==> src/design/rmq_pkg.sv <==
// shared types, widths and codes for the rotation matrix to quaternion pipeline
// no dependencies; imported by every module of the block
package rmq_pkg;

    localparam int unsigned FIELD_W  = 18;
    localparam int unsigned NUM_W    = 19;  // sum or difference of two entries
    localparam int unsigned FACT_W   = 21;  // one factor, signed
    localparam int unsigned TB_W     = 19;  // winning factor, positive
    localparam int unsigned ROOT_W   = 18;  // floor(sqrt(t << 16))
    localparam int unsigned REM_W    = 20;  // square root remainder
    localparam int unsigned RAD_W    = 36;  // t << 16, padded to whole bit pairs
    localparam int unsigned SQ_STEPS = RAD_W / 2;
    localparam int unsigned DIVS_W   = 19;  // divisor s = 2r
    localparam int unsigned QUO_W    = 20;  // quotient bits
    localparam int unsigned DIVD_W   = 36;  // (mag << 16) + s/2
    localparam int unsigned DV_STEPS = QUO_W;
    localparam int unsigned LANES    = 3;

    localparam logic signed [FACT_W-1:0] ONE_Q16 = FACT_W'(65536);
    localparam logic signed [FIELD_W-1:0] OUT_MAX = 18'sd131071;
    localparam logic signed [FIELD_W-1:0] OUT_MIN = -18'sd131072;

    typedef enum logic [2:0] {
        CASE_IDENT = 3'd0,
        CASE_TRACE = 3'd1,
        CASE_X     = 3'd2,
        CASE_Y     = 3'd3,
        CASE_Z     = 3'd4
    } case_t;

    typedef logic signed [NUM_W-1:0] num_t;

    // travels alongside the square root
    typedef struct packed {
        case_t chosen;
        num_t  n2;
        num_t  n1;
        num_t  n0;
    } side_t;

    // travels alongside the dividers
    typedef struct packed {
        case_t             chosen;
        logic [FIELD_W-1:0] big;
    } dside_t;

endpackage

==> src/design/rmq_sqrt.sv <==
// pipelined integer square root, one result bit per stage
// depends on rmq_pkg
module rmq_sqrt (
    input  logic                         clk,
    input  logic                         rst_n,
    input  logic                         adv,
    input  logic                         in_valid,
    input  logic [rmq_pkg::TB_W-1:0]     t,
    input  rmq_pkg::side_t               in_side,
    output logic                         out_valid,
    output logic [rmq_pkg::ROOT_W-1:0]   root,
    output rmq_pkg::side_t               out_side
);
    import rmq_pkg::*;

    logic              v_reg    [SQ_STEPS];
    logic [REM_W-1:0]  rem_reg  [SQ_STEPS];
    logic [ROOT_W-1:0] root_reg [SQ_STEPS];
    logic [RAD_W-1:0]  rad_reg  [SQ_STEPS];
    side_t             side_reg [SQ_STEPS];

    genvar k;
    generate
        for (k = 0; k < SQ_STEPS; k++)
        begin : g_step
            logic              pv;
            logic [REM_W-1:0]  prem;
            logic [ROOT_W-1:0] proot;
            logic [RAD_W-1:0]  prad;
            side_t             pside;
            logic [REM_W+1:0]  rsh;
            logic [REM_W-1:0]  trial;
            logic              take;

            if (k == 0)
            begin : g_first
                assign pv    = in_valid;
                assign prem  = '0;
                assign proot = '0;
                assign prad  = {{(RAD_W-TB_W-16){1'b0}}, t, 16'b0};
                assign pside = in_side;
            end
            else
            begin : g_rest
                assign pv    = v_reg[k-1];
                assign prem  = rem_reg[k-1];
                assign proot = root_reg[k-1];
                assign prad  = rad_reg[k-1];
                assign pside = side_reg[k-1];
            end

            assign rsh   = {prem, prad[RAD_W-1 -: 2]};
            assign trial = {proot, 2'b01};
            assign take  = rsh >= {2'b00, trial};

            always_ff @(posedge clk or negedge rst_n)
            begin
                if (!rst_n)
                    v_reg[k] <= 1'b0;
                else if (adv)
                    v_reg[k] <= pv;
            end

            always_ff @(posedge clk)
            begin
                if (adv)
                begin
                    rem_reg[k]  <= take ? REM_W'(rsh - {2'b00, trial}) : rsh[REM_W-1:0];
                    root_reg[k] <= {proot[ROOT_W-2:0], take};
                    rad_reg[k]  <= {prad[RAD_W-3:0], 2'b00};
                    side_reg[k] <= pside;
                end
            end
        end
    endgenerate

    assign out_valid = v_reg[SQ_STEPS-1];
    assign root      = root_reg[SQ_STEPS-1];
    assign out_side  = side_reg[SQ_STEPS-1];

endmodule

==> config.mk <==
export PLATFORM = sky130hd
export DESIGN_NAME = rmq_sqrt
export DESIGN_NICKNAME = d
export VERILOG_FILES = /design/src/design/rmq_pkg.sv /design/src/design/rmq_sqrt.sv
export SDC_FILE = /design/constraint.sdc
export NUM_CORES = 2
export LEC_CHECK = 0
export ABC_CLOCK_PERIOD_IN_PS = 3100
export BUFFER_PORTS_ARGS = -buffer_cell sky130_fd_sc_hd__buf_2
export CORE_MARGIN = 3
export CORE_UTILIZATION = 56
export DETAILED_ROUTE_END_ITERATION = 10
export PLACE_DENSITY = 0.73
export SYNTH_ARGS = -nofsm -noshare
export SYNTH_HDL_FRONTEND = slang
export SYNTH_SLANG_ARGS = --single-unit
==> constraint.sdc <==
create_clock -name clk -period 3.1 [get_ports clk]
set_clock_uncertainty 0.05 [all_clocks]
set_input_delay 0.155 -clock clk [delete_from_list [all_inputs] [get_ports clk]]
set_output_delay 0.155 -clock clk [all_outputs]
set_load 0.01 [all_outputs]
-- After elaboration in Yosys (flattened, before gate mapping)
Memory sizes are Yosys's and may differ from the RTL's.
Cells that the tools add are included.
- add/sub/neg operators: 18
- $lt $le $gt $ge: 18
- mux-type cells: 20
- operators with widths (kind ; count):
    >= comparator 22 x 20 -> 1 bit ; 17
    2-to-1 mux 20 bit ; 18
    subtractor 20 bit ; 17
    2-to-1 mux 1 bit ; 2
    subtractor 1 x 1 -> 2 bit, second input constant ; 1
    >= comparator 1 bit, second input constant ; 1
- flip-flop bits (word level): 18
- memory bits (writable): 2376
- input port bits: 83
- output and inout bits: 79
- word-level logic and storage cells: 78
- memories kept: 4
- memory list (name ; words ; width ; read ports ; clocked after Yosys merged registers in ; write ports ; RTL line ; source):
    side_reg ; 18 ; 60 ; 18 ; 0 ; 18 ; rmq_sqrt.sv:20 ; side_t side_reg [SQ_STEPS];
    rad_reg ; 18 ; 34 ; 17 ; 0 ; 18 ; rmq_sqrt.sv:19 ; logic [RAD_W-1:0] rad_reg [SQ_STEPS];
    rem_reg ; 18 ; 20 ; 17 ; 0 ; 18 ; rmq_sqrt.sv:17 ; logic [REM_W-1:0] rem_reg [SQ_STEPS];
    root_reg ; 18 ; 18 ; 18 ; 0 ; 18 ; rmq_sqrt.sv:18 ; logic [ROOT_W-1:0] root_reg [SQ_STEPS];

-- Longest topological paths before layout
An unclocked memory read counts as a cell.
- depth after elaboration: 3
- depth in mapped cells: 14
- depth with buffers taken out: 12

-- Worst setup path after synthesis
Ideal clock, no wire load.
- path kind: register -> register
- start point: mem root_reg[13][0]
- end point: mem rem_reg[14][10], data pin
- setup time: 0.271 ns
- arrival: 2.547 ns
- data required time: 2.779 ns
- slack: 0.232 ns
- cell stages (with the launch flop): 14
- buffers on the path: 2
- clock period less this slack: 2.868 ns
- path through: edfxtp_1 -> inv_1 -> ha_1 -> inv_1 -> fa_1 -> nor2b_1 -> o31a_1 -> o22ai_1 -> o31a_1 -> and3_1 -> clkbuf_1 -> inv_1 -> buf_1 -> a21oi_1
- RTL lines (what ; RTL line):
    start: declaration ; rmq_sqrt.sv:18
    end: declaration ; rmq_sqrt.sv:17

==> results_dict.tcl <==
set metrics [dict create \
    antenna_found_initial 0 \
    crit_path_end_kind "flip-flop" \
    rsz0062_at_grt "yes" \
    tritoncts "done" \
    wl_per_cell_um 15.9 \
    syn_nets 3756 \
    num_io_pins 162 \
    antennaDiodeCount 0 \
    grt_max_degree 106 \
    grt_pass1_vias 29400 \
    r2r-end "rem_reg[5][12]$_DFFE_PP_" \
    dp_hpwl_um 52600 \
    r2r_slack_ns 0.05 \
    drc_errors 0 \
    min_path_type "in -> reg" \
    slew_headroom_pct 42.5 \
    yosysUniqueCellTypes 71 \
    required_ns 3.52 \
    grt_pass1_wl_um 146000 \
    dr.pass1.iters 5 \
    worst_pin_slew_ns 0.852 \
    crit_start "rem_reg[4][10]$_DFFE_PP_" \
    cts_buffer_depth 3 \
    final.min_clock_period_ns 3.05 \
    r2r-start "rem_reg[4][10]$_DFFE_PP_" \
    synth_cells 3493 \
    reg2reg_depth 7 \
    coreArea_mm2 0.109 \
    antenna_left 0 \
    final_common_cell "edfxtp_1" \
    status "finished, final reports clean" \
    crit_end "rem_reg[5][12]$_DFFE_PP_" \
    root_buffer "clkbuf_16" \
    initial_core_util_pct 56.6 \
    peakVddDrop_uv 556 \
    maxCapViolCount 0 \
    final_util_pct 66.0 \
    cp_max_fo 5 \
    synth.avg_cell_area_um2 17.7 \
    critPathLaunchType "flip-flop" \
    place_congestion 0.884 \
    final_cell_mix "edfxtp_1 (1645), inv_1 (217), nor2_1 (190)" \
    ys.flop_type "edfxtp_1" \
    routed_wl_um 89400 \
    ys_warn_count 0 \
    power_uw 51100 \
    fmax_ghz 0.328 \
    die_area_mm2 0.114 \
    worst-setup-path-type "reg -> reg" \
    whs_ns 0.0615 \
    grt_overflow 0 \
    hold_viol 0 \
    slew_violations 0 \
    ys_seq_elements 1663 \
    setup_viol 0 \
    nNetsFinal 4269 \
    fp.dieW_um 338 \
    synth_edf_count 1645 \
    synthesis.area_mm2 0.0618 \
    clkTransAtPathRegs_ns 0.06 \
    largest_reg_flops 1080 \
    rows 121 \
    finalNonFillerCells 5617 \
    placed_cells 5181 \
    clock_latency_ns 0.76 \
    cts_sinks 1663 \
    ys_seq_area_share_pct 80.7 \
    grtUsageTotal_pct 15.8 \
    h-tree-depth 4 \
    fin_crit_sh_pct 98.3 \
    vias_per_cell 5.15 \
    syn_to_final_growth_pct 16.5 \
    die_h_um 338 \
    numCtsBuffers 164 \
    crit_arrival_ns 3.47 \
    vias 28900 \
    synth_async_sr_flop_share_pct 1.08 \
    power_leakage_uw 0.0263 \
    drt_iter0_drc 1463 \
    fillers 7197 \
    power_density_mw_per_mm2 710 \
    io_buffer_count 161 \
    drive_gt1_share_pct 13.7 \
]
## worst min-delay path by stage
stage	startpoint	end	slack, ns	cells past startpoint
after floorplan	rst_n	g_step[10].pv$_DFFE_PN0P_	-0.19	0
after global placement	rst_n	g_step[17].pv$_DFFE_PN0P_	0.06	1
after detailed placement	rst_n	g_step[17].pv$_DFFE_PN0P_	0.07	1
after CTS	in_side[41]	side_reg[0][41]$_DFFE_PP_	0.0002	2
after global routing	in_side[48]	side_reg[0][48]$_DFFE_PP_	0.01	2
final	in_side[4]	side_reg[0][4]$_DFFE_PP_	0.06	2
## cell type report
cell class	count	area (µm²)	share of cell area (%)
Clock buffer	203	4250	5.90
Clock inverter	98	1070	1.49
Inverter	219	822	1.14
Multi-Input combinational cell	1575	11000	15.3
Sequential cell	1663	49800	69.2
Tap cell	1476	1850	2.57
Timing Repair Buffer	383	3140	4.37
## critical path, cell delays in order, from the launching register on
cell	delay (ns)
edfxtp_1	0.41
or4_1	0.60
or3_4	0.40
o41ai_2	0.38
nor4_2	0.13
or3_4	0.42
nor4b_2	0.28
xor2_1	0.09
## cells in the mapped netlist, types with 3 or more instances
master,n,area [µm²]
edfxtp_1,1645,49400
inv_1,217,815
nor2_1,190,713
ha_1,173,2160
a21oi_1,146,731
nand2_1,142,533
o21ai_0,127,636
xnor2_1,106,928
xor2_1,104,911
nor3_1,64,320
mux2_2,55,619
o21a_1,51,383
a21o_1,38,285
or3_1,34,213
nand3_1,33,165
nor4_1,32,200
clkbuf_1,31,116
nor2b_1,26,163
nand2b_1,24,150
dfrtp_1,18,450
nand4_1,18,113
and3_1,17,106
or4_1,16,120
a211oi_1,13,97.6
a31oi_1,13,81.3
o21bai_1,13,97.6
o31ai_1,11,82.6
or2_2,10,62.6
o211ai_1,9,67.6
o31a_1,9,78.8
and2_1,7,43.8
fa_1,7,140
a21boi_0,6,45.0
mux2i_1,6,60.1
nor3b_1,6,45.0
nand3b_1,5,37.5
o22ai_1,5,31.3
a211o_1,4,35.0
a22o_1,4,35.0
a22oi_1,3,22.5
buf_2,3,15.0
nand4b_1,3,26.3
o2111ai_1,3,26.3
o311ai_0,3,26.3
o41ai_1,3,26.3
## cells by family (layout without fill, tap and decap cells)
family / after synthesis / count (layout) / synth area share, %
other: 1 / 1 / 0.00607
AO/OA/AOI/OAI: 482 / 482 / 4.83
buffers and inverters: 255 / 903 / 1.56
flip-flops: 1663 / 1663 / 80.7
adder cells (fa/ha/maj): 180 / 180 / 3.73
AND/OR/NAND/NOR: 641 / 641 / 5.10
multiplexers: 61 / 61 / 1.10
XOR/XNOR: 210 / 210 / 2.98
## power breakdown
part	internal (µW)	switching [µW]	total (µW)
Clock	11000	8240	19300
Sequential	26900	825	27800
Combinational	1840	2220	4060
Total	39800	11300	51100
## stage by stage
stage,TNS (ns),setup WS (ns),area (µm²)
after floorplan,0,0.232,61800
after global placement,0,0.180,65300
after CTS,0,0.0536,71900
after global routing,-0.108,-0.0463,72000
after detailed placement,0,0.0929,65300
final,0,0.0518,72000
## layer usage
| layer | vias to the layer above | track usage [%] | wire length (µm) |
|---|---|---|---|
| li1 | 14300 | - | - |
| met1 | 13900 | 18.1 | 35200 |
| met2 | 493 | 28.8 | 48000 |
| met3 | 197 | 3.33 | 3280 |
| met4 | 0 | 6.40 | 2950 |
| met5 | - | 0 | 0 |
## timing repair
action	4_1_cts	5_1_grt
setup endpoints to repair	0	22
endpoints found under the hold margin	174	0
setup buffers	0	1
gates resized for setup	0	17
hold buffers	134	0
Note: power is estimated with default switching activity, not from simulation.
