<file path="src/design/rmq_pkg.sv">
// shared types, widths and codes for the rotation matrix to quaternion pipeline
// no dependencies; imported by every module of the block
package rmq_pkg;

    localparam int unsigned FIELD_W  = 18;
    localparam int unsigned NUM_W    = 19;  // sum or difference of two entries
    localparam int unsigned FACT_W   = 21;  // one factor, signed
    localparam int unsigned TB_W     = 19;  // winning factor, positive
    localparam int unsigned ROOT_W   = 18;  // floor(sqrt(t << 16))
    localparam int unsigned REM_W    = 20;  // square root remainder
    localparam int unsigned RAD_W    = 36;  // t << 16, padded to whole bit pairs
    localparam int unsigned SQ_STEPS = RAD_W / 2;
    localparam int unsigned DIVS_W   = 19;  // divisor s = 2r
    localparam int unsigned QUO_W    = 20;  // quotient bits
    localparam int unsigned DIVD_W   = 36;  // (mag << 16) + s/2
    localparam int unsigned DV_STEPS = QUO_W;
    localparam int unsigned LANES    = 3;

    localparam logic signed [FACT_W-1:0] ONE_Q16 = FACT_W'(65536);
    localparam logic signed [FIELD_W-1:0] OUT_MAX = 18'sd131071;
    localparam logic signed [FIELD_W-1:0] OUT_MIN = -18'sd131072;

    typedef enum logic [2:0] {
        CASE_IDENT = 3'd0,
        CASE_TRACE = 3'd1,
        CASE_X     = 3'd2,
        CASE_Y     = 3'd3,
        CASE_Z     = 3'd4
    } case_t;

    typedef logic signed [NUM_W-1:0] num_t;

    // travels alongside the square root
    typedef struct packed {
        case_t chosen;
        num_t  n2;
        num_t  n1;
        num_t  n0;
    } side_t;

    // travels alongside the dividers
    typedef struct packed {
        case_t             chosen;
        logic [FIELD_W-1:0] big;
    } dside_t;

endpackage

</file>
<file path="src/design/rmq_select.sv">
// factor forming and largest-factor selection, two register stages
// depends on rmq_pkg
module rmq_select (
    input  logic                              clk,
    input  logic                              rst_n,
    input  logic                              adv,
    input  logic                              in_valid,
    input  logic signed [rmq_pkg::FIELD_W-1:0] m [9],
    output logic                              out_valid,
    output logic [rmq_pkg::TB_W-1:0]          tbest,
    output rmq_pkg::side_t                    side
);
    import rmq_pkg::*;

    logic                     v1_reg, v2_reg;
    logic signed [FACT_W-1:0] t_reg [4];
    num_t                     d21_reg, d02_reg, d10_reg, a10_reg, a02_reg, a21_reg;
    logic [TB_W-1:0]          tb_reg;
    side_t                    side_reg;

    logic signed [FACT_W-1:0] e00, e11, e22;
    logic signed [FACT_W-1:0] t_next [4];
    logic signed [FACT_W-1:0] best_t;
    case_t                    best;
    side_t                    side_next;

    assign e00 = FACT_W'(m[0]);
    assign e11 = FACT_W'(m[4]);
    assign e22 = FACT_W'(m[8]);

    always_comb
    begin
        t_next[0] = ONE_Q16 + e00 + e11 + e22;
        t_next[1] = ONE_Q16 + e00 - e11 - e22;
        t_next[2] = ONE_Q16 + e11 - e00 - e22;
        t_next[3] = ONE_Q16 + e22 - e00 - e11;
    end

    always_ff @(posedge clk or negedge rst_n)
    begin
        if (!rst_n)
        begin
            v1_reg <= 1'b0;
            v2_reg <= 1'b0;
        end
        else if (adv)
        begin
            v1_reg <= in_valid;
            v2_reg <= v1_reg;
        end
    end

    always_ff @(posedge clk)
    begin
        if (adv)
        begin
            t_reg   <= t_next;
            d21_reg <= NUM_W'(m[7]) - NUM_W'(m[5]);
            d02_reg <= NUM_W'(m[2]) - NUM_W'(m[6]);
            d10_reg <= NUM_W'(m[3]) - NUM_W'(m[1]);
            a10_reg <= NUM_W'(m[3]) + NUM_W'(m[1]);
            a02_reg <= NUM_W'(m[2]) + NUM_W'(m[6]);
            a21_reg <= NUM_W'(m[7]) + NUM_W'(m[5]);
            tb_reg   <= best_t[TB_W-1:0];
            side_reg <= side_next;
        end
    end

    // strict compare, so ties keep the earlier factor
    always_comb
    begin
        best   = CASE_IDENT;
        best_t = '0;
        if (t_reg[0] > best_t) begin best = CASE_TRACE; best_t = t_reg[0]; end
        if (t_reg[1] > best_t) begin best = CASE_X;     best_t = t_reg[1]; end
        if (t_reg[2] > best_t) begin best = CASE_Y;     best_t = t_reg[2]; end
        if (t_reg[3] > best_t) begin best = CASE_Z;     best_t = t_reg[3]; end
        side_next.chosen = best;
        unique case (best)
            CASE_TRACE:
            begin
                side_next.n0 = d21_reg; side_next.n1 = d02_reg; side_next.n2 = d10_reg;
            end
            CASE_X:
            begin
                side_next.n0 = a10_reg; side_next.n1 = a02_reg; side_next.n2 = d21_reg;
            end
            CASE_Y:
            begin
                side_next.n0 = a10_reg; side_next.n1 = a21_reg; side_next.n2 = d02_reg;
            end
            CASE_Z:
            begin
                side_next.n0 = a02_reg; side_next.n1 = a21_reg; side_next.n2 = d10_reg;
            end
            default:
            begin
                side_next.n0 = '0; side_next.n1 = '0; side_next.n2 = '0;
            end
        endcase
    end

    assign out_valid = v2_reg;
    assign tbest     = tb_reg;
    assign side      = side_reg;

endmodule

</file>
<file path="config.mk">
export PLATFORM = sky130hd
export DESIGN_NAME = rmq_select
export DESIGN_NICKNAME = d
export VERILOG_FILES = /design/src/design/rmq_pkg.sv /design/src/design/rmq_select.sv
export SDC_FILE = /design/constraint.sdc
export NUM_CORES = 1
export LEC_CHECK = 0
export BUFFER_PORTS_ARGS = -buffer_cell sky130_fd_sc_hd__buf_2
export CAP_MARGIN = 0
export CELL_PAD_IN_SITES_DETAIL_PLACEMENT = 1
export CELL_PAD_IN_SITES_GLOBAL_PLACEMENT = 1
export CORE_MARGIN = 5
export CORE_UTILIZATION = 43
export DETAILED_ROUTE_END_ITERATION = 6
export GPL_ROUTABILITY_DRIVEN = 0
export GPL_TIMING_DRIVEN = 0
export PLACE_DENSITY = 0.87
export SLEW_MARGIN = 25
export SYNTH_ARGS = -nofsm -noshare
export SYNTH_HDL_FRONTEND = slang
export SYNTH_SLANG_ARGS = --single-unit
</file>
<file path="constraint.sdc">
create_clock -name clk -period 8.2 [get_ports clk]
set_input_delay 1.64 -clock clk [delete_from_list [all_inputs] [get_ports clk]]
set_output_delay 1.64 -clock clk [all_outputs]
set_load 0.02 [all_outputs]
</file>
-- Word-level counts from Yosys, hierarchy flattened
Cells that the tools add are included.
- add/subtract/negate cells: 17
- order comparisons: 4
- equal/unequal tests: 4
- multiplexer cells: 9
- operator list (cell ; number):
    $pmux W57 S4 ; 1
    $gt A21 B21 Y1 ; 3
    $mux W21 ; 3
    $sub A20 B18 Y21 ; 3
    $sub A19 B18 Y20 ; 3
    $add A18 B18 Y19 ; 3
    $add A18 B18 Y19 const A ; 3
    $sub A18 B18 Y19 ; 3
    $add A20 B18 Y21 ; 1
    $gt A21 B1 Y1 const B ; 1
    $add A19 B18 Y20 ; 1
    $mux W19 ; 1
    $mux W3 ; 3
    $eq A3 B2 Y1 const B ; 2
    $eq A3 B1 Y1 const B ; 1
    $eq A3 B3 Y1 const B ; 1
    $mux W1 ; 1
- bits in registers: 279
- input port bits: 166
- output and inout port bits: 80
- logic and storage cells: 51

-- Longest topological paths before layout
- depth in word-level cells: 10
- gate-level depth with buffers: 42
- gate-level depth less buffers: 37

-- Least setup slack after synthesis
OpenSTA, ideal clock, no wires.
- kind: flip-flop to flip-flop
- from: register t_reg[78] (netlist bit)
- to: register side_reg, in the netlist side[10], data pin
- library setup time: 0.257 ns
- arrival: 8.147 ns
- data required time: 7.943 ns
- path slack: -0.203 ns
- cell stages (with the launch flop): 40
- path buffers: 8
- clock period less this slack: 8.403 ns
- cell sequence: edfxtp_1 -> nor4_1 -> and3_1 -> a31oi_1 -> clkbuf_1 -> nand2_1 -> ha_1 -> a21o_1 -> a21o_1 -> a211oi_2 -> o22ai_1 -> nor2_1 -> clkbuf_1 -> clkbuf_1 -> clkbuf_1 -> nand2_1 -> ha_1 -> nand4_1 -> [4 not listed] -> o221a_4 -> nor2_4 -> buf_6 -> buf_6 -> mux2i_1 -> ha_1 -> nor2b_1 -> o21a_1 -> o21a_1 -> o21a_1 -> o21a_1 -> o21bai_1 -> a21oi_1 -> o21ai_0 -> clkbuf_1 -> clkbuf_1 -> mux2_2 -> a32o_1
- RTL lines (what ; RTL line ; RTL):
    start: declaration ; rmq_select.sv:16 ; logic signed [FACT_W-1:0] t_reg [4];
    start signal: assignment ; rmq_select.sv:57 ; t_reg <= t_next;
    end signal: assignment ; rmq_select.sv:65 ; side_reg <= side_next;
    end: declaration ; rmq_select.sv:19 ; side_t side_reg;

==> flow_summary.ini <==
[power_and_ir_drop]
finalPower_mw = 12.6
seqPwrFrac = 0.210
power_density_nw_per_um2 = 458
combPwrFrac = 0.678
switching_power_mw = 5.79
p_leak_nw = 12.1
peakVddDrop_mv = 0.375
p_int_mw = 6.78
switching_share = 0.461
p_clk_frac = 0.112

[sta]
setup_violations = 79
max_slew.worst_pin.slew_ns = 1.01
finalHoldViolations = 0
worst_slack_ns = -0.931
rsz0062_at_grt = yes
period_share = 1.11
timing.final.crit_period_ns = 9.13
maxSlewViolCount = 0
whs_ns = 0.502
max_freq_mhz = 110
relSlewSlack = 0.318
finalClockSkew_ns = 0.0192

[clock_tree]
numCtsBuffers = 31
clkTransAtPathRegs_ns = 0.07
cts.path.max_buffers = 3
insertion_delay_ns = 0.57
cts_tree = yes
cts_root_buf = clkbuf_16
ctsHoldBuffers = 0
cts_max_level = 1
clock_sinks = 274

[yosys]
synthArstFlopShare = 0.00730
synth-xor-area-share = 0.0541
syn-num-nets = 2683
synth_top_area_frac = 0.371
synth-seq-cells = 274
synthSimpleGateAreaFrac = 0.113
synth_fa_ha_area_frac = 0.237
ys_seq_area_frac = 0.373
syn-cell-area_um2 = 22000
synth_edf_count = 272
syn_avg_cell_area_um2 = 10.2
synth_top_family_by_area = adder cells
yosysWarnings = 0
synth_mux_area_frac = 0.0237
synth-compound-area-share = 0.145
ys.flop_type = edfxtp_1
yosysTopAreaCell = edfxtp_1
postSynthCellCount = 2150
ys_types = 78
synth_area_leaders = edfxtp_1 (37%), ha_1 (16%), fa_1 (7.5%)

[worst_setup_path]
cp.arrival_ns = 9.42
critical_path.max_fanout = 8
critPathRequiredTime_ns = 8.49
slowest_delay_ns = 0.52
end_kind = flip-flop
ff2ff_setup_slack_ns = -0.93
cpMostUsedCell = buf_4
startpoint_type = flip-flop
worst-setup-path-type = flip-flop to flip-flop
critPathSlowestCell = or4_1

[final_layout]
mostFrequentLayoutCells = edfxtp_1 (272), ha_1 (265), buf_2 (245)
layout.nets = 3048
multi_input_area_um2 = 13600
largest_reg_flops = 82
mostFrequentLayoutCell = edfxtp_1
fillers = 5557
final_cell_area_um2 = 27400
layout.cells.non_filler = 3222
drive_above_1_share = 0.231
regArea_um2 = 8220
area_delta_synth_final_pct = 24.5

[global_route]
grt_pass1_wl_mm = 120
grt_util_all_layers = 0.270
antenna_found_initial = 13
grt_overflow = 0
grt_max_degree = 106
grt_pass1_vias = 20794

[floorplan]
io_pins = 246
die_h_um = 236
die_w_um = 236
dieArea_um2 = 55800
coreArea_um2 = 51000
num_rows = 83
initial_utilization = 0.432

[routing]
dr.pass1.iters = 5
num_vias = 19528
first_iter_violations = 1753
wire_per_inst_um = 26.3
postRouteWirelength_mm = 84.9
antenna_left = 0
via_per_inst = 6.06
drc = 0

[worst_hold_path]
min_path_type = flip-flop to flip-flop

[place]
place_hpwl_mm = 57.3
place_area_um2 = 24200
placed_cells_incl_taps = 3078
port-buffer-count = 245
pre_cts_slack_ns = -3.52

[outcome]
violations = negative setup slack
status = finished with violations

[run]
maxCapViolations = 0
-- worst max-delay path: cells and delay by family, from the launching register on --
| family | cells | cell delay, ns |
|---|---|---|
| adder cells (fa/ha/maj) | 3 | 0.68 |
| buffers and inverters | 12 | 1.70 |
| multiplexers | 1 | 0.42 |
| AND/OR/NAND/NOR | 12 | 2.67 |
| AO/OA/AOI/OAI | 13 | 2.91 |
| flip-flops | 1 | 0.43 |
-- power by group through the flow --
stage	Clock, mW	Sequential (mW)	Combinational, mW
CTS	1.39	2.58	6.56
global route	1.48	2.66	8.78
finish	1.41	2.64	8.52
detailed placement	0	2.59	5.43
floorplan	0	2.72	3.24
global placement	0	2.57	5.10
-- path summary, 6_finish.rpt --
| kind | start | end | depth (start not counted) |
|---|---|---|---|
| setup / recovery | t_reg[73]$_DFFE_PP_ | side[53]$_DFFE_PP_ | 41 |
| hold / removal | out_valid$_DFFE_PN0P_ | out_valid$_DFFE_PN0P_ | 1 |
| setup reg to reg | t_reg[73]$_DFFE_PP_ | side[53]$_DFFE_PP_ | 41 |
| hold reg to reg | out_valid$_DFFE_PN0P_ | out_valid$_DFFE_PN0P_ | 1 |
| max in group asynchronous | rst_n | out_valid$_DFFE_PN0P_ | 1 |
| min in group asynchronous | rst_n | v1_reg$_DFFE_PN0P_ | 1 |
-- routing by layer --
layer / part of all wire / global-route usage / vias to the layer above
met3: 0.077 / 0.0506 / 387
li1: - / - / 8357
met1: 0.37 / 0.318 / 9683
met2: 0.49 / 0.471 / 1087
met4: 0.071 / 0.135 / 14
met5: 0.0011 / 0 / -
-- Yosys cell counts (all sizes together) (5+ instances only) --
library cell  count
inv             243
a21boi            6
o21ai           120
a21oi           173
ha              284
and3             58
a311oi            5
a211oi           15
mux2             18
nor3             47
xor2             43
a221o            19
or3               8
buf              17
o211ai           11
nor2b            26
mux2i            32
nor2            145
nand2b           25
nand4            10
a41oi             6
o21bai           22
fa               83
a32o             13
nor4             10
nand2           141
a21o             39
a31oi            12
edfxtp          272
xnor2            93
o21a             17
nand3            36
clkbuf           44
-- through the flow --
| step | setup TNS [ns] | util |
|---|---|---|
| 6_report | -56.19 | 0.538 |
| 5_1_grt | -68.00 | 0.538 |
| 4_1_cts | -5.90 | 0.517 |
| 3_5_place_dp | -262.97 | 0.474 |
| 3_3_place_gp | -241.86 | 0.473 |
| 2_1_floorplan | 0 | - |
-- final cells by class --
| cell class | instances | share of cell area |
|---|---|---|
| clock inverters | 22 | 0.00748 |
| plain buffers | 59 | 0.0231 |
| clock buffers | 32 | 0.0284 |
| multi-input cells | 1571 | 0.497 |
| well taps | 680 | 0.0310 |
| repair buffers | 334 | 0.0792 |
| inverters | 244 | 0.0338 |
| diodes | 6 | 0.000547 |
| flip-flops and latches | 274 | 0.300 |
-- cells by family after synthesis --
kind of cell               Yosys count
AOI/OAI and AO/OA                  498
buffers and inverters              305
muxes                               50
other                                1
and+or+nand+nor                    519
xor gates and xnor gates           136
DFF                                274
adders and majority gates          367
-- what timing repair did --
action                                  4_1_cts  5_1_grt
gates cloned                                  2        5
gates resized for setup                     168      169
buffers inserted                             44       35
pin swaps                                    29       70
endpoints found under the setup margin       79       79
Note: power is estimated with default switching activity, not from simulation.
