## src/design/rmq_pkg.sv

```systemverilog
// shared types, widths and codes for the rotation matrix to quaternion pipeline
// no dependencies; imported by every module of the block
package rmq_pkg;

    localparam int unsigned FIELD_W  = 18;
    localparam int unsigned NUM_W    = 19;  // sum or difference of two entries
    localparam int unsigned FACT_W   = 21;  // one factor, signed
    localparam int unsigned TB_W     = 19;  // winning factor, positive
    localparam int unsigned ROOT_W   = 18;  // floor(sqrt(t << 16))
    localparam int unsigned REM_W    = 20;  // square root remainder
    localparam int unsigned RAD_W    = 36;  // t << 16, padded to whole bit pairs
    localparam int unsigned SQ_STEPS = RAD_W / 2;
    localparam int unsigned DIVS_W   = 19;  // divisor s = 2r
    localparam int unsigned QUO_W    = 20;  // quotient bits
    localparam int unsigned DIVD_W   = 36;  // (mag << 16) + s/2
    localparam int unsigned DV_STEPS = QUO_W;
    localparam int unsigned LANES    = 3;

    localparam logic signed [FACT_W-1:0] ONE_Q16 = FACT_W'(65536);
    localparam logic signed [FIELD_W-1:0] OUT_MAX = 18'sd131071;
    localparam logic signed [FIELD_W-1:0] OUT_MIN = -18'sd131072;

    typedef enum logic [2:0] {
        CASE_IDENT = 3'd0,
        CASE_TRACE = 3'd1,
        CASE_X     = 3'd2,
        CASE_Y     = 3'd3,
        CASE_Z     = 3'd4
    } case_t;

    typedef logic signed [NUM_W-1:0] num_t;

    // travels alongside the square root
    typedef struct packed {
        case_t chosen;
        num_t  n2;
        num_t  n1;
        num_t  n0;
    } side_t;

    // travels alongside the dividers
    typedef struct packed {
        case_t             chosen;
        logic [FIELD_W-1:0] big;
    } dside_t;

endpackage

```

## src/design/rmq_div.sv

```systemverilog
// three-lane pipelined restoring divider, rounded quotient magnitudes
// depends on rmq_pkg
module rmq_div (
    input  logic                         clk,
    input  logic                         rst_n,
    input  logic                         adv,
    input  logic                         in_valid,
    input  logic [rmq_pkg::ROOT_W-1:0]   root,
    input  rmq_pkg::side_t               in_side,
    output logic                         out_valid,
    output logic [rmq_pkg::QUO_W-1:0]    quo [rmq_pkg::LANES],
    output logic                         neg [rmq_pkg::LANES],
    output rmq_pkg::dside_t              out_side
);
    import rmq_pkg::*;

    // prep stage: divisor, rounded dividend, signs, dominant component
    logic               pv_reg;
    logic [DIVS_W-1:0]  ps_reg;
    logic [DIVD_W-1:0]  pd_reg  [LANES];
    logic               pn_reg  [LANES];
    dside_t             pside_reg;

    num_t               nums [LANES];
    logic [NUM_W-1:0]   mag  [LANES];
    logic [ROOT_W:0]    big_w;

    assign nums[0] = in_side.n0;
    assign nums[1] = in_side.n1;
    assign nums[2] = in_side.n2;
    assign big_w   = ({1'b0, root} + 1'b1) >> 1;

    always_comb
    begin
        for (int i = 0; i < LANES; i++)
            mag[i] = nums[i][NUM_W-1] ? NUM_W'(-nums[i]) : NUM_W'(nums[i]);
    end

    always_ff @(posedge clk or negedge rst_n)
    begin
        if (!rst_n)
            pv_reg <= 1'b0;
        else if (adv)
            pv_reg <= in_valid;
    end

    always_ff @(posedge clk)
    begin
        if (adv)
        begin
            ps_reg           <= {root, 1'b0};
            pside_reg.chosen <= in_side.chosen;
            pside_reg.big    <= big_w[FIELD_W-1:0];
            for (int i = 0; i < LANES; i++)
            begin
                pd_reg[i] <= {1'b0, mag[i], 16'b0} + DIVD_W'(root);
                pn_reg[i] <= nums[i][NUM_W-1];
            end
        end
    end

    logic               v_reg    [DV_STEPS];
    logic [DIVS_W-1:0]  s_reg    [DV_STEPS];
    dside_t             side_reg [DV_STEPS];
    logic [DIVS_W-1:0]  rem_reg  [DV_STEPS][LANES];
    logic [QUO_W-1:0]   lo_reg   [DV_STEPS][LANES];
    logic [QUO_W-1:0]   q_reg    [DV_STEPS][LANES];
    logic               n_reg    [DV_STEPS][LANES];

    genvar k, l;
    generate
        for (k = 0; k < DV_STEPS; k++)
        begin : g_step
            logic              pv;
            logic [DIVS_W-1:0] ps;
            dside_t            pside;

            if (k == 0)
            begin : g_cf
                assign pv    = pv_reg;
                assign ps    = ps_reg;
                assign pside = pside_reg;
            end
            else
            begin : g_cr
                assign pv    = v_reg[k-1];
                assign ps    = s_reg[k-1];
                assign pside = side_reg[k-1];
            end

            always_ff @(posedge clk or negedge rst_n)
            begin
                if (!rst_n)
                    v_reg[k] <= 1'b0;
                else if (adv)
                    v_reg[k] <= pv;
            end

            always_ff @(posedge clk)
            begin
                if (adv)
                begin
                    s_reg[k]    <= ps;
                    side_reg[k] <= pside;
                end
            end

            for (l = 0; l < LANES; l++)
            begin : g_lane
                logic [DIVS_W-1:0] prem;
                logic [QUO_W-1:0]  plo;
                logic [QUO_W-1:0]  pq;
                logic              pn;
                logic [DIVS_W:0]   rsh;
                logic              take;

                if (k == 0)
                begin : g_lf
                    // upper dividend bits start below the divisor
                    assign prem = DIVS_W'(pd_reg[l][DIVD_W-1:QUO_W]);
                    assign plo  = pd_reg[l][QUO_W-1:0];
                    assign pq   = '0;
                    assign pn   = pn_reg[l];
                end
                else
                begin : g_lr
                    assign prem = rem_reg[k-1][l];
                    assign plo  = lo_reg[k-1][l];
                    assign pq   = q_reg[k-1][l];
                    assign pn   = n_reg[k-1][l];
                end

                assign rsh  = {prem, plo[QUO_W-1]};
                assign take = rsh >= {1'b0, ps};

                always_ff @(posedge clk)
                begin
                    if (adv)
                    begin
                        rem_reg[k][l] <= take ? DIVS_W'(rsh - {1'b0, ps}) : rsh[DIVS_W-1:0];
                        lo_reg[k][l]  <= {plo[QUO_W-2:0], 1'b0};
                        q_reg[k][l]   <= {pq[QUO_W-2:0], take};
                        n_reg[k][l]   <= pn;
                    end
                end
            end
        end
    endgenerate

    assign out_valid = v_reg[DV_STEPS-1];
    assign out_side  = side_reg[DV_STEPS-1];

    always_comb
    begin
        for (int i = 0; i < LANES; i++)
        begin
            quo[i] = q_reg[DV_STEPS-1][i];
            neg[i] = n_reg[DV_STEPS-1][i];
        end
    end

endmodule

```

## config.mk

```make
export PLATFORM = sky130hd
export DESIGN_NAME = rmq_div
export DESIGN_NICKNAME = d
export VERILOG_FILES = /design/src/design/rmq_pkg.sv /design/src/design/rmq_div.sv
export SDC_FILE = /design/constraint.sdc
export NUM_CORES = 2
export LEC_CHECK = 0
export ABC_CLOCK_PERIOD_IN_PS = 4400
export BUFFER_PORTS_ARGS = -buffer_cell sky130_fd_sc_hd__buf_2
export CORE_MARGIN = 10
export CORE_UTILIZATION = 55
export CTS_CLUSTER_SIZE = 25
export DETAILED_ROUTE_END_ITERATION = 8
export PLACE_DENSITY = 0.8
export SYNTH_ARGS = -nofsm -noshare
export SYNTH_HDL_FRONTEND = slang
export SYNTH_MEMORY_MAX_BITS = 65536
export SYNTH_SLANG_ARGS = --single-unit
```

## constraint.sdc

```tcl
create_clock -name clk -period 4.4 [get_ports clk]
set_input_delay 0.44 -clock clk [delete_from_list [all_inputs] [get_ports clk]]
set_output_delay 0.44 -clock clk [all_outputs]
set_load 0.05 [all_outputs]
```

# [Yosys cells after proc, flatten, opt, wreduce, memory -nomap -nowiden]
# Memories as Yosys holds them, arrays and structs flattened.
# Index checks and enable logic that the tools add are counted.
[word_totals] rom_bits=0 in_bits=82 reg_bits=60 mem_count=8 ram_bits=4451 latch_bits=0
[memory_table] memory="q_reg" words=20 word_bits=60 rd=20 rd_clocked_by_memory_dff=0 wr=20 line="rmq_div.sv:67" source="logic [QUO_W-1:0] q_reg [DV_STEPS][LANES];"
[memory_table] memory="lo_reg" words=20 word_bits=57 rd=19 rd_clocked_by_memory_dff=0 wr=20 line="rmq_div.sv:66" source="logic [QUO_W-1:0] lo_reg [DV_STEPS][LANES];"
[memory_table] memory="rem_reg" words=20 word_bits=57 rd=19 rd_clocked_by_memory_dff=0 wr=20 line="rmq_div.sv:65" source="logic [DIVS_W-1:0] rem_reg [DV_STEPS][LANES];"
[memory_table] memory="side_reg" words=20 word_bits=21 rd=20 rd_clocked_by_memory_dff=0 wr=20 line="rmq_div.sv:64" source="dside_t side_reg [DV_STEPS];"
[memory_table] memory="s_reg" words=20 word_bits=19 rd=19 rd_clocked_by_memory_dff=0 wr=20 line="rmq_div.sv:63" source="logic [DIVS_W-1:0] s_reg [DV_STEPS];"
[memory_table] memory="pd_reg" words=3 word_bits=36 rd=3 rd_clocked_by_memory_dff=0 wr=3 line="rmq_div.sv:20" source="logic [DIVD_W-1:0] pd_reg [LANES];"
[memory_table] memory="2 more memories"
[op_classes] n_eq_ne=0 n_mux=65 order_cmp=60 n_reduce_logical=0 add_sub_neg=67 multipliers=0 div_mod_pow=0 n_shift=0 bitwise_logic=0
[op_table] op="19-bit 2-to-1 mux" n=63
[op_table] op="20-bit by 19-bit >= comparator with 1-bit output" n=57
[op_table] op="19-bit subtractor" n=57
[op_table] op="35-bit by 18-bit adder with 36-bit output" n=3
[op_table] op="17-bit by 19-bit >= comparator with 1-bit output" n=3
[op_table] op="19-bit negator" n=3
[op_table] op="17-bit by 19-bit subtractor with 19-bit output" n=3
[op_table] op="18-bit by 1-bit adder with 19-bit output (second input constant)" n=1
[op_table] op="1-bit 2-to-1 mux" n=2

# [Logic depth before layout (Yosys ltp)]
[logic_depth] depth_word=3 depth_mapped=13 mapped_depth_nobuf=12

# [Worst setup path before layout]
# Ideal clock, no wire load.
[synth_path] kind="reg-to-reg" from="memory pd_reg[2][20] (netlist: pd_reg[0][92])" to="memory rem_reg[0][10] in the netlist's numbering (data pin)" path_slack_ns=1.141 setup_ns=0.260 path_buffers=1 period_less_slack_ns=3.259 t_arrival_ns=2.999 path_stages_with_launch=14 cell_sequence="edfxtp_1 inv_1 ha_1 inv_1 fa_1 a21o_1 a21o_1 a2111oi_4 nor4_1 nor3_2 a21oi_1 o21ai_2 buf_4 mux2_2"
[synth_rtl] item="from (decl)" line="rmq_div.sv:20"
[synth_rtl] item="to (decl)" line="rmq_div.sv:65"

==> out/summary.txt <==
Die W = 530 um
Worst Setup EP = rem_reg[8][53]
port bufs = 166
clock latency on the worst-skew pair = 0.90 ns
Netlist cell types = 116
Switch Pwr = 43000 uW
internal reg-to-reg setup slack = 0.43 ns
Nets = 13.3k
minimum clock period = 3.97 ns
Final Max Tran Viols = 0
Starting Density = 55.2%
status = completed
hold wc startpoint = adv
Worst VDD drop = 439 uV
share of synthesized flip-flops with an asynchronous set or reset = 0.798%
Wirelength per Cell = 23.4 um
# setup viols final = 0
post-synthesis cell count = 11.7k
number of DRC markers in iteration 0 = 9973
dpl hpwl = 280000 um
clock sink count = 2631
slew margin rel. = 20.0%
maximum clock frequency = 0.252 GHz
Pint = 73000 uW
Seq pwr share = 35.7%
WP data arrival = 4.62 ns
TritonRoute pass-1 iters = 6
total grt overflow = 0
CTS max path bufs = 4
number of synthesized register bits = 2631
number of gates resized after CTS = 0
FF-to-FF Start = rem_reg[7][95]
pin count of the biggest net entering global routing = 172
H-tree depth = 5
cells on worst reg2reg path = 12
max reg flops = 1053
Cell Count Post-Placement = 15.2k
via/cell ratio = 6.11
Layout Utilization = 61.3%
ys flop type = edfxtp_1
post-synthesis sequential area ratio = 55.1%
Combinational Power Share = 43.6%
CP Data Required Time = 5.05 ns
Worst-path clk slew = 0.06 ns
I/O pins = 167
CTS tree = built
power per cell area = 729 nW/um^2
Critical path origin = rem_reg[7][95]
Rows = 187
Layout Skew = 0.0598 ns
layout overhead on the synthesized area = 11.0%
ratio of cells with drive above 1 in the final layout = 12.3%
Leak = 0.0619 uW
unrepaired setup endpoints after global routing = no
Die Y = 530 um
critical path fanouts, max = 7
drt drc = 0
crit path kind = reg2reg
total track usage = 25.4%
Mapped Area = 143000 um^2
gpl congestion = 0.980
TNS Setup = 0 ns
Hold Vio Cnt, Final = 0
Finished Layout Cells = 15.8k
max_cap viols = 0
initial antenna violation count = 20
vias = 96.3k
total CTS buffers = 283
WL final = 369000 um
Die ar. = 281000 um^2
vias in the first global route = 92.1k
final worst-path cycle share = 90.3%
switch share = 37.1%
warnings from Yosys = 0
HP Class = in2reg
Clock power frac = 20.7%
R2R Path End = rem_reg[8][53]
core area = 259000 um^2
fillers = 19.9k
Crit. End Element = flop
Worst setup SP type = flop
CTS root buf = clkbuf_16
Worst-Margin Slew = 1.20 ns
post-synthesis area per instance = 12.3 um^2
antenna viol nets, final = 0
global-route wire length before repair = 556000 um
Post-synth EDFFs = 2610
==> worst min-delay path by stage <==
stage                     endpoint  slack (ns)  cells after the start
floorplan             g_step[0].pv        0.14                      0
global placement      g_step[0].pv        0.39                      1
detailed placement   lo_reg[1][18]        0.40                      0
CTS                  pd_reg[0][99]        0.01                      3
global route        pd_reg[0][102]        0.03                      1
finish              pd_reg[0][101]        0.06                      1
==> power groups by stage <==
stage          combinational (uW)  sequential (uW)  clock [uW]
3_5_place_dp                49300            41800           0
5_1_grt                     55700            41800       25400
2_1_floorplan               37600            39200           0
3_3_place_gp                48300            41800           0
4_1_cts                     50000            41400       24500
6_report                    50600            41400       24000
==> cells by family (layout without fill, tap and decap cells) <==
| family | Yosys count | in the layout | share of synthesized area, % |
|---|---|---|---|
| compound gates | 2933 | 2933 | 13.3 |
| fa+ha+maj | 1113 | 1113 | 10.0 |
| mux | 631 | 631 | 4.95 |
| xor+xnor | 861 | 861 | 5.27 |
| simple gates | 2621 | 2621 | 8.99 |
| other cells | 1 | 7 | 0.00262 |
| buf+inv | 859 | 1551 | 2.35 |
| flops | 2631 | 2631 | 55.1 |
==> routing by layer <==
layer	share of wire [%]	global-route usage, %	vias to the layer above
met5	0.0035	0	-
met4	3.0	6.95	2
met3	7.0	3.63	598
met2	45	39.6	3447
met1	45	37.3	46900
li1	-	-	45300
==> per-stage QoR <==
step	setup WS [ns]	total power (uW)	cell area (um^2)	hold WS [ns]
finish	0.428	116000	159000	0.0589
global route	0.267	123000	159000	0.0325
CTS	0.536	116000	159000	0.0104
detailed placement	0.568	91200	149000	0.405
global placement	0.640	90200	149000	0.392
floorplan	1.14	76700	143000	0.144
==> synthesized netlist by cell type, types with 33 or more instances <==
library cell / count / share of area, %
a21boi_0: 49 / 0.26
mux2_2: 576 / 4.5
o31ai_1: 78 / 0.41
o21bai_1: 86 / 0.45
nor2b_1: 136 / 0.59
a31oi_1: 136 / 0.59
a21oi_1: 893 / 3.1
or2_2: 58 / 0.25
nor2_1: 795 / 2.1
buf_2: 50 / 0.17
clkbuf_1: 129 / 0.34
fa_1: 60 / 0.84
edfxtp_1: 2610 / 55
xnor2_1: 540 / 3.3
o21ai_0: 568 / 2.0
mux2i_1: 41 / 0.29
and2_1: 40 / 0.17
or3_1: 63 / 0.28
xor2_1: 321 / 2.0
nand2b_1: 111 / 0.48
o211ai_1: 39 / 0.20
o21a_1: 150 / 0.79
a211oi_1: 68 / 0.36
a31o_2: 33 / 0.20
inv_1: 658 / 1.7
ha_1: 1053 / 9.2
and3_1: 97 / 0.42
nand3_1: 203 / 0.71
nor4_1: 53 / 0.23
nand2_1: 568 / 1.5
nor3_1: 202 / 0.71
a2111oi_0: 47 / 0.29
nand4_1: 136 / 0.59
a21o_1: 409 / 2.1
==> critical path, stage by stage, from the launching register on <==
cell	delay, ns
edfxtp_1	0.38
inv_1	0.29
ha_1	0.30
inv_1	0.13
fa_1	0.43
a211o_1	0.32
o211ai_1	0.11
a21oi_1	0.19
o41ai_1	0.67
o21ai_0	0.25
a31oi_1	0.26
xnor2_1	0.09
mux2_2	0.26
==> placed cells by master (no fill, tap or decap), drive strengths merged, types with 60 or more instances in the layout <==
| cell | Yosys | routed |
|---|---|---|
| a211oi | 68 | 68 |
| a21o | 410 | 410 |
| a21oi | 896 | 896 |
| a31oi | 138 | 138 |
| and3 | 97 | 97 |
| buf | 70 | 343 |
| clkbuf | 129 | 329 |
| clkinv | 2 | 111 |
| edfxtp | 2610 | 2610 |
| fa | 60 | 60 |
| ha | 1053 | 1053 |
| inv | 658 | 676 |
| mux2 | 590 | 590 |
| nand2 | 570 | 570 |
| nand2b | 111 | 111 |
| nand3 | 203 | 203 |
| nand4 | 136 | 136 |
| nor2 | 797 | 797 |
| nor2b | 136 | 136 |
| nor3 | 204 | 204 |
| o21a | 150 | 150 |
| o21ai | 587 | 587 |
| o21bai | 86 | 86 |
| o31ai | 78 | 78 |
| or2 | 60 | 60 |
| or3 | 64 | 64 |
| xnor2 | 540 | 540 |
| xor2 | 321 | 321 |
==> repair_timing <==
item / CTS / global route
hold buffers: 43 / 0
endpoints found under the hold margin: 76 / 0
buffers inserted: 0 / 0
==> area by class of cell <==
class | count | area, um^2 | area share, %
diodes | 4 | 10.0 | 0.00630
clock buffers | 329 | 7380 | 4.64
clock inverters | 176 | 1900 | 1.20
inverters | 660 | 2480 | 1.56
multi-input cells | 8162 | 61000 | 38.4
flip-flops and latches | 2631 | 78900 | 49.6
well taps | 3402 | 4260 | 2.68
repair buffers | 386 | 3030 | 1.91
No activity file was read; power rests on OpenSTA's default activity.
